<file path="src/rtl/sdwt_pkg.sv">
// ----------------------------------------------------------------------------
// sdwt_pkg
// Shared types and codes of the sleep deadline wakeup table.
// ----------------------------------------------------------------------------
package sdwt_pkg;

  localparam logic OP_SLEEP = 1'b0;
  localparam logic OP_TICK  = 1'b1;

  localparam logic [1:0] KIND_ACCEPTED = 2'd0;
  localparam logic [1:0] KIND_FULL     = 2'd1;
  localparam logic [1:0] KIND_WOKEN    = 2'd2;
  localparam logic [1:0] KIND_DONE     = 2'd3;

  // payload of one sleeper slot
  typedef struct packed {
    logic [7:0]  thread;
    logic [63:0] deadline;
  } entry_t;

  // control broadcast to every cell
  typedef struct packed {
    logic load;   // sleep insert into the first free cell
    logic shift;  // one scan step: chain moves toward the head
    logic keep;   // head entry is not due and is appended at the end
  } ctl_t;

endpackage

</file>
<file path="src/rtl/sdwt_cell.sv">
// ----------------------------------------------------------------------------
// sdwt_cell
// One sleeper slot of the chain: valid flag, thread id and deadline.
// ----------------------------------------------------------------------------
module sdwt_cell (
  input  logic           clk,
  input  logic           rst_n,
  input  sdwt_pkg::ctl_t ctl,
  input  sdwt_pkg::entry_t ins_data,
  input  logic           nb_valid,
  input  sdwt_pkg::entry_t nb_data,
  input  logic           prv_valid,
  output logic           valid,
  output sdwt_pkg::entry_t data
);
  import sdwt_pkg::*;

  logic   valid_r;
  logic   valid_nxt;
  entry_t data_r;
  entry_t data_nxt;

  always_comb begin
    valid_nxt = valid_r;
    data_nxt  = data_r;
    if (ctl.shift) begin
      valid_nxt = nb_valid;
      data_nxt  = nb_data;
      // last occupied cell takes the recirculated head entry
      if (ctl.keep && !nb_valid && valid_r) begin
        valid_nxt = 1'b1;
        data_nxt  = ins_data;
      end
    end else if (ctl.load && !valid_r && prv_valid) begin
      valid_nxt = 1'b1;
      data_nxt  = ins_data;
    end
  end

  always_ff @(posedge clk) begin
    if (!rst_n) begin
      valid_r <= 1'b0;
    end else begin
      valid_r <= valid_nxt;
    end
  end

  always_ff @(posedge clk) begin
    data_r <= data_nxt;
  end

  assign valid = valid_r;
  assign data  = data_r;

endmodule

</file>
<file path="src/rtl/sleep_deadline_wakeup_table_unit.sv">
// ----------------------------------------------------------------------------
// sleep_deadline_wakeup_table_unit
// Tick counter with a table of sleeping threads and their wake deadlines.
// ----------------------------------------------------------------------------
// A sleep request is taken when start is high and busy is low and its single
// result (accepted or table full) shows on the out_ ports in the next cycle;
// busy stays low, so sleep requests can be issued every cycle. A tick raises
// busy and walks the chain of sleeper cells one slot per cycle, one step for
// each occupied slot. Each due sleeper gives a woken beat, in insertion order,
// then a tick done beat closes the tick. Every result is valid for exactly
// one cycle under out_strobe and cannot be held off, so the receiver must
// take each beat as it comes.
module sleep_deadline_wakeup_table_unit #(
  parameter int SLEEPER_SLOTS = 16
) (
  input  logic               clk,
  input  logic               rst_n,
  input  logic               start,
  output logic               busy,
  input  logic               in_operation,
  input  logic [7:0]         in_thread_id,
  input  logic signed [31:0] in_sleep_ticks,
  output logic               out_strobe,
  output logic [1:0]         out_kind,
  output logic [7:0]         out_woken_id,
  output logic [62:0]        out_tick_now,
  output logic               out_last
);
  import sdwt_pkg::*;

  localparam int CW = $clog2(SLEEPER_SLOTS + 1);
  localparam logic [CW-1:0] SLOTS_FULL = CW'(SLEEPER_SLOTS);
  localparam logic [CW-1:0] CNT_ONE    = CW'(1);

  logic [63:0]   tick_count_r, tick_count_nxt;
  logic [CW-1:0] cnt_r, cnt_nxt;
  logic [CW-1:0] rem_r, rem_nxt;
  logic          busy_r, busy_nxt;
  logic          out_strobe_r, out_strobe_nxt;
  logic [1:0]    out_kind_r, out_kind_nxt;
  logic [7:0]    out_woken_id_r, out_woken_id_nxt;
  logic [62:0]   out_tick_now_r, out_tick_now_nxt;
  logic          out_last_r, out_last_nxt;

  logic   cell_valid [SLEEPER_SLOTS];
  entry_t cell_data  [SLEEPER_SLOTS];

  logic        accept;
  logic        full;
  logic        step;
  logic        expired;
  logic [63:0] sleep_deadline;
  ctl_t        ctl;
  entry_t      ins_data;

  assign accept  = start && !busy_r;
  assign full    = (cnt_r == SLOTS_FULL);
  assign step    = busy_r && (rem_r != '0);
  assign expired = $signed(cell_data[0].deadline) <= $signed(tick_count_r);
  assign sleep_deadline = tick_count_r + {{32{in_sleep_ticks[31]}}, in_sleep_ticks};

  assign ctl.load  = accept && (in_operation == OP_SLEEP) && !full;
  assign ctl.shift = step;
  assign ctl.keep  = !expired;

  assign ins_data = step ? cell_data[0] :
                    entry_t'{thread: in_thread_id, deadline: sleep_deadline};

  for (genvar i = 0; i < SLEEPER_SLOTS; i++) begin : g_cell
    logic   nb_valid;
    entry_t nb_data;
    logic   prv_valid;
    if (i == SLEEPER_SLOTS - 1) begin : g_tail
      assign nb_valid = 1'b0;
      assign nb_data  = ins_data;
    end else begin : g_mid
      assign nb_valid = cell_valid[i+1];
      assign nb_data  = cell_data[i+1];
    end
    if (i == 0) begin : g_head
      assign prv_valid = 1'b1;
    end else begin : g_body
      assign prv_valid = cell_valid[i-1];
    end
    sdwt_cell u_cell (
      .clk       (clk),
      .rst_n     (rst_n),
      .ctl       (ctl),
      .ins_data  (ins_data),
      .nb_valid  (nb_valid),
      .nb_data   (nb_data),
      .prv_valid (prv_valid),
      .valid     (cell_valid[i]),
      .data      (cell_data[i])
    );
  end

  always_comb begin
    tick_count_nxt   = tick_count_r;
    cnt_nxt          = cnt_r;
    rem_nxt          = rem_r;
    busy_nxt         = busy_r;
    out_strobe_nxt   = 1'b0;
    out_kind_nxt     = out_kind_r;
    out_woken_id_nxt = out_woken_id_r;
    out_tick_now_nxt = out_tick_now_r;
    out_last_nxt     = out_last_r;
    if (busy_r) begin
      out_tick_now_nxt = tick_count_r[62:0];
      if (step) begin
        rem_nxt = rem_r - CNT_ONE;
        if (expired) begin
          cnt_nxt          = cnt_r - CNT_ONE;
          out_strobe_nxt   = 1'b1;
          out_kind_nxt     = KIND_WOKEN;
          out_woken_id_nxt = cell_data[0].thread;
          out_last_nxt     = 1'b0;
        end
      end else begin
        busy_nxt         = 1'b0;
        out_strobe_nxt   = 1'b1;
        out_kind_nxt     = KIND_DONE;
        out_woken_id_nxt = 8'd0;
        out_last_nxt     = 1'b1;
      end
    end else if (accept) begin
      if (in_operation == OP_TICK) begin
        tick_count_nxt = tick_count_r + 64'd1;
        rem_nxt        = cnt_r;
        busy_nxt       = 1'b1;
      end else begin
        out_strobe_nxt   = 1'b1;
        out_kind_nxt     = full ? KIND_FULL : KIND_ACCEPTED;
        out_woken_id_nxt = in_thread_id;
        out_tick_now_nxt = tick_count_r[62:0];
        out_last_nxt     = 1'b1;
        if (!full) begin
          cnt_nxt = cnt_r + CNT_ONE;
        end
      end
    end
  end

  always_ff @(posedge clk) begin
    if (!rst_n) begin
      tick_count_r <= '0;
      cnt_r        <= '0;
      rem_r        <= '0;
      busy_r       <= 1'b0;
      out_strobe_r <= 1'b0;
    end else begin
      tick_count_r <= tick_count_nxt;
      cnt_r        <= cnt_nxt;
      rem_r        <= rem_nxt;
      busy_r       <= busy_nxt;
      out_strobe_r <= out_strobe_nxt;
    end
  end

  always_ff @(posedge clk) begin
    out_kind_r     <= out_kind_nxt;
    out_woken_id_r <= out_woken_id_nxt;
    out_tick_now_r <= out_tick_now_nxt;
    out_last_r     <= out_last_nxt;
  end

  assign busy         = busy_r;
  assign out_strobe   = out_strobe_r;
  assign out_kind     = out_kind_r;
  assign out_woken_id = out_woken_id_r;
  assign out_tick_now = out_tick_now_r;
  assign out_last     = out_last_r;

endmodule

</file>
<file path="config.mk">
export PLATFORM = sky130hd
export DESIGN_NAME = sleep_deadline_wakeup_table_unit
export DESIGN_NICKNAME = d
export VERILOG_FILES = /design/src/rtl/sdwt_pkg.sv /design/src/rtl/sdwt_cell.sv /design/src/rtl/sleep_deadline_wakeup_table_unit.sv
export SDC_FILE = /design/constraint.sdc
export NUM_CORES = 2
export LEC_CHECK = 0
export CELL_PAD_IN_SITES_DETAIL_PLACEMENT = 1
export CELL_PAD_IN_SITES_GLOBAL_PLACEMENT = 1
export CORE_ASPECT_RATIO = 0.6
export CORE_MARGIN = 1.5
export CORE_UTILIZATION = 48
export CTS_CLUSTER_SIZE = 24
export DETAILED_ROUTE_END_ITERATION = 8
export DONT_BUFFER_PORTS = 1
export PLACE_DENSITY = 0.8
export SLEW_MARGIN = 20
export SYNTH_ARGS = -nofsm -noshare
export SYNTH_HDL_FRONTEND = slang
export SYNTH_SLANG_ARGS = --single-unit
export TNS_END_PERCENT = 1
</file>
<file path="constraint.sdc">
create_clock -name clk -period 23.1 [get_ports clk]
set_input_delay 4.62 -clock clk [delete_from_list [all_inputs] [get_ports clk]]
set_output_delay 4.62 -clock clk [all_outputs]
set_load 0.05 [all_outputs]
</file>
# After elaboration in Yosys (flattened, before gate mapping)
# Cells that the tools add are included.
# W data, S select, Z words.
[totals]
register_bits = 1318
output_inout_bits = 76
[classes]
n_addsub = 5
order_cmp = 1
n_eq_ne = 6
mux = 134
bitwise = 2
n_reduce_logical = 109
[op_table]
columns = ["operator", "n"]
rows = [
  ["$mux W72", 48],
  ["$mux W63", 3],
  ["$logic_and A1 B1 Y1", 66],
  ["$add A64 B1 Y64 const B", 1],
  ["$add A64 B64 Y64", 1],
  ["$le A64 B64 Y1", 1],
  ["$mux W1", 63],
  ["$mux W5", 10],
  ["$mux W8", 5],
  ["$reduce_bool A2 Y1", 18],
  ["$logic_not A1 Y1", 19],
  ["$mux W2", 5],
  ["$sub A5 B1 Y5 const B", 2],
  ["$reduce_and A3 Y1", 3],
  ["$ne A2 B1 Y1 const B", 3],
  ["$add A5 B1 Y5 const B", 1],
  ["$eq A5 B5 Y1 const B", 1],
  ["$reduce_and A5 Y1", 1],
  ["$reduce_bool A5 Y1", 1],
  ["$ne A3 B2 Y1 const B", 1],
  ["$ne A2 B2 Y1 const B", 1],
  ["$not A1 Y1", 2],
  ["$reduce_and A2 Y1", 1],
]

# Depth between registers and ports, before layout
[depth]
ltp_word = 8
ltp_mapped = 15
ltp_nobuf = 11

# Modules after synthesis
# From an unflattened synthesis, not the netlist that was laid out.
[unflattened]
hier_cells = 8149
hier_area_um2 = 88442.3
[modules_own_cells]
columns = ["mod", "n_inst", "cells_per_inst", "area_each_um2", "seq_area_each_um2"]
rows = [
  ["sdwt_cell", 16, 417, 4760.8, 2182.1],
  ["sleep_deadline_wakeup_table_unit", 1, 1477, 12269.3, 3743.6],
]

# Worst setup path after synthesis
# Ideal clock, no wire load.
[synth_path]
path_type = "in2reg"
from = "input start"
to = "register g_cell[14].u_cell.valid_r"
arrival_ps = 11045
setup_slack_ps = 11962
stages = 6
path_buffers = 1
path_cell_list = "nor2b_1 -> nand2_1 -> clkbuf_1 -> o21ai_0 -> o221ai_1 -> o21ai_0"
[synth_between]
elab_chain_cells = 6
[synth_lines]
columns = ["item", "line", "source"]
rows = [
  ["start: declaration", "sleep_deadline_wakeup_table_unit.sv:18", "input logic start,"],
  ["$logic_and A1 B1 Y1", "sleep_deadline_wakeup_table_unit.sv:56", "assign accept = start && !busy_r;"],
  ["$logic_and A1 B1 Y1 (2 in a row)", "sleep_deadline_wakeup_table_unit.sv:62", "assign ctl.load = accept && (in_operation == OP_SLEEP) && !full;"],
  ["$logic_and A1 B1 Y1 (2 in a row)", "sdwt_cell.sv:34", "end else if (ctl.load && !valid_r && prv_valid) begin"],
  ["$reduce_bool A2 Y1 (no line)", "n/a", ""],
  ["end signal: assignment", "sdwt_cell.sv:44", "valid_r <= valid_nxt;"],
  ["end: declaration", "sdwt_cell.sv:18", "logic valid_r;"],
]
# No other way between the ends.
# A chain may end at the register's enable or synchronous reset.

==> insert_results.sql <==
INSERT INTO impl_metrics (metric_group, metric, value, unit) VALUES
('detailed_routing', 'top_layer', 'met5', ''),
('power', 'power_frac_seq', '0.519', ''),
('power', 'clock_power_share', '0.374', ''),
('detailed_routing', 'drt_pre_antenna_iters', '5', ''),
('detailed_routing', 'route.vias.total', '50500', ''),
('global_route', 'largest_net_degree_at_the_start_of_global_routing', '223', ''),
('yosys', 'mappedNetlistNets', '5788', ''),
('sta', 'period_share', '0.369', ''),
('power', 'cellInternalPower', '3.97', 'mW'),
('power', 'powerDensity', '79.1', 'nW/µm²'),
('clock_tree', 'post_cts_resized', '0', ''),
('placed_design', 'place.gp.congestion', '0.992', ''),
('sta', 'final.min_clock_period', '8.53', 'ns'),
('clock_tree', 'post-cts-setup-buffer-count', '0', ''),
('clock_tree', 'clockBufferDepth', '3', ''),
('sta', 'worst_pin_slew', '1.19', 'ns'),
('power', 'combinationalPowerShare', '0.107', ''),
('detailed_routing', 'wl_met3', '27600', 'µm'),
('yosys', 'number_of_enable_type_register_cells_in_the_synthesized_netlist', '1226', ''),
('critical_path', 'critical_path_peak_fanout', '16', ''),
('placed_design', 'port_buffers', '0', ''),
('sta', 'timing.max_slew.rel_slack', '0.208', ''),
('finish', 'layout.cells.most_common_list', 'edfxtp_1, nand3_1, o211ai_1', ''),
('yosys', 'ys_top_cells_by_area', 'edfxtp_1, o211ai_1, nand3_1', ''),
('die', 'pin_count', '120', ''),
('placed_design', 'hpwlAfterDp', '130000', 'µm'),
('global_route', 'grt-ovfl-total', '0', ''),
('global_route', 'grt_pass1_wl', '327000', 'µm'),
('sta', 'tns', '0', 'ns'),
('clock_tree', 'cts_tree', 'yes', ''),
('finish', 'drive_gt1_frac', '0.0667', ''),
('detailed_routing', 'number_of_drc_markers_after_the_initial_detailed_route_iteration', '6801', ''),
('yosys', 'synth-seq-area-share', '0.604', ''),
('yosys', 'synth_largest_area_cell', 'edfxtp_1', ''),
('critical_path', 'critPathKind', 'input port to flip-flop', ''),
('yosys', 'ys_warn_count', '0', ''),
('run_status', 'run_status', 'complete, no violations', ''),
('power', 'power.switching_fraction', '0.272', ''),
('placed_design', 'dpl.cell_count', '6912', ''),
('finish', 'finalNetCount', '5429', ''),
('sta', 'worst_path_setup_slack_after_routing', '14.57', 'ns'),
('min_path', 'min_path_type', 'flip-flop to flip-flop', ''),
('die', 'placement_rows', '103', ''),
('detailed_routing', 'drt-wirelength-per-cell', '30.7', 'µm'),
('sta', 'drv_slew', '0', ''),
('finish', 'ff_latch_area', '38700', 'µm²'),
('critical_path', 'timing.critical_path.from_type', 'input port', ''),
('yosys', 'post_synth_instance_area', '64000', 'µm²'),
('clock_tree', 'holdBufCountCts', '0', ''),
('yosys', 'netlist_instances', '5610', ''),
('critical_path', 'r2r_start', 'busy', ''),
('clock_tree', 'cts_root_buf', 'clkbuf_16', ''),
('sta', 'final_hold_viol_count', '0', ''),
('global_route', 'grt_pass1_vias', '49600', ''),
('finish', 'layout_commonest_cell', 'edfxtp_1', ''),
('detailed_routing', 'route.detailed.vias_per_inst', '7.06', ''),
('clock_tree', 'cts-htree-levels', '3', ''),
('finish', 'final_cells', '7147', ''),
('detailed_routing', 'drt_wl_total', '220000', 'µm'),
('yosys', 'synth-async-reset-ratio', '0', ''),
('finish', 'n_fill_cell', '13500', ''),
('die', 'design.core.area', '132000', 'µm²'),
('detailed_routing', 'route.met2.wl', '95000', 'µm'),
('min_path', 'hold_path.startpoint', 'tick_count_r[56]', ''),
('job', 'max-cap-violations', '0', ''),
('sta', 'unrepaired_setup_endpoints_after_global_routing', 'no', ''),
('clock_tree', 'tritoncts.num_buffers', '121', ''),
('die', 'area_of_the_die', '136000', 'µm²'),
('die', 'initial_core_utilization', '0.485', ''),
('power', 'power_leakage', '20.4', 'nW'),
('critical_path', 'cp-end-kind', 'flip-flop', '');
worst max-delay path, cell delays in order:
cell and delay (ns):
ha_1 0.37, a211oi_1 0.17, o22ai_2 0.37, a211oi_1 0.24, nor4_2 0.76, o2111ai_1 0.50, a211oi_1 0.55, nor3_1 0.15
a211oi_2 0.92, o211ai_1 0.28
logic make-up (layout without fill, tap and decap cells):
logic type	count (synthesis)	count (layout)	share of synthesized area
and+or+nand+nor	1853	1853	0.144
DFF	1318	1318	0.604
buffers and inverters	679	425	0.0405
AOI/OAI and AO/OA	1512	1512	0.169
adders and majority gates	134	134	0.0264
muxes	9	9	0.00143
xor gates and xnor gates	105	105	0.0144
other	0	6	0
synthesized netlist by cell type (all sizes together), types with 4 or more instances:
| library cell | n |
|---|---|
| o211ai | 855 |
| nand2b | 20 |
| a211oi | 240 |
| a21oi | 131 |
| o21a | 19 |
| nor2 | 122 |
| nand3 | 905 |
| o31ai | 8 |
| nor2b | 8 |
| o21bai | 11 |
| a31oi | 8 |
| a21o | 40 |
| inv | 103 |
| a21boi | 7 |
| nand4 | 45 |
| ha | 132 |
| o311ai | 4 |
| and3 | 30 |
| buf | 106 |
| nand4b | 16 |
| nand2 | 297 |
| clkbuf | 470 |
| edfxtp | 1226 |
| or3 | 13 |
| and2 | 72 |
| xor2 | 22 |
| nor3 | 257 |
| dfxtp | 92 |
| nor4 | 32 |
| o21ai | 127 |
| xnor2 | 83 |
| or2 | 21 |
| o221ai | 27 |
| mux2i | 8 |
cell type report:
type | count | share of cell area
clock buffer | 144 | 0.0463
inverter | 103 | 0.00571
sequential | 1318 | 0.560
multi-input combinational | 3613 | 0.334
tap | 1785 | 0.0323
timing repair buffer | 94 | 0.0113
clock inverter | 84 | 0.0101
antenna | 6 | 0.000217
per-stage QoR:
| stage | total power [mW] | utilization | hold WS (ns) | cell area (µm²) |
|---|---|---|---|---|
| floorplan | 3.24 | - | 0.434 | 64000 |
| global placement | 3.41 | 0.493 | 0.479 | 65100 |
| detailed placement | 3.45 | 0.494 | 0.488 | 65100 |
| CTS | 5.46 | 0.523 | 0.503 | 69000 |
| global route | 5.60 | 0.524 | 0.523 | 69100 |
| finish | 5.46 | 0.524 | 0.502 | 69100 |
state kept, by name (all words and copies together) (netlist names):
name / count
rem_r: 5
out_strobe: 1
g_cell.u_cell.data: 1152
out_kind: 2
busy: 1
out_last: 1
g_cell.u_cell.valid: 16
out_woken_id: 8
cnt_r: 5
tick_count_r: 64
out_tick_now: 63
worst paths after layout:
kind / end / slack [ns] / depth (start not counted)
max reg2reg: g_cell[2].u_cell.data[21] / 17.01 / 9
max: g_cell[12].u_cell.data[62] / 14.57 / 10
min: out_tick_now[56] / 0.50 / 0
min reg2reg: out_tick_now[56] / 0.50 / 0
metal layers:
layer	global-route usage	vias up
met5	0	-
met1	0.468	25900
li1	-	21300
met2	0.465	2853
met3	0.0870	411
met4	0.0824	8
power by group through the flow:
stage	combinational (mW)	clock (mW)	sequential [mW]
final	0.583	2.04	2.84
after global routing	0.615	2.14	2.85
after CTS	0.566	2.05	2.84
after detailed placement	0.560	0	2.89
after global placement	0.531	0	2.88
after floorplan	0.353	0	2.89
Power figures use the tool's default switching activity.
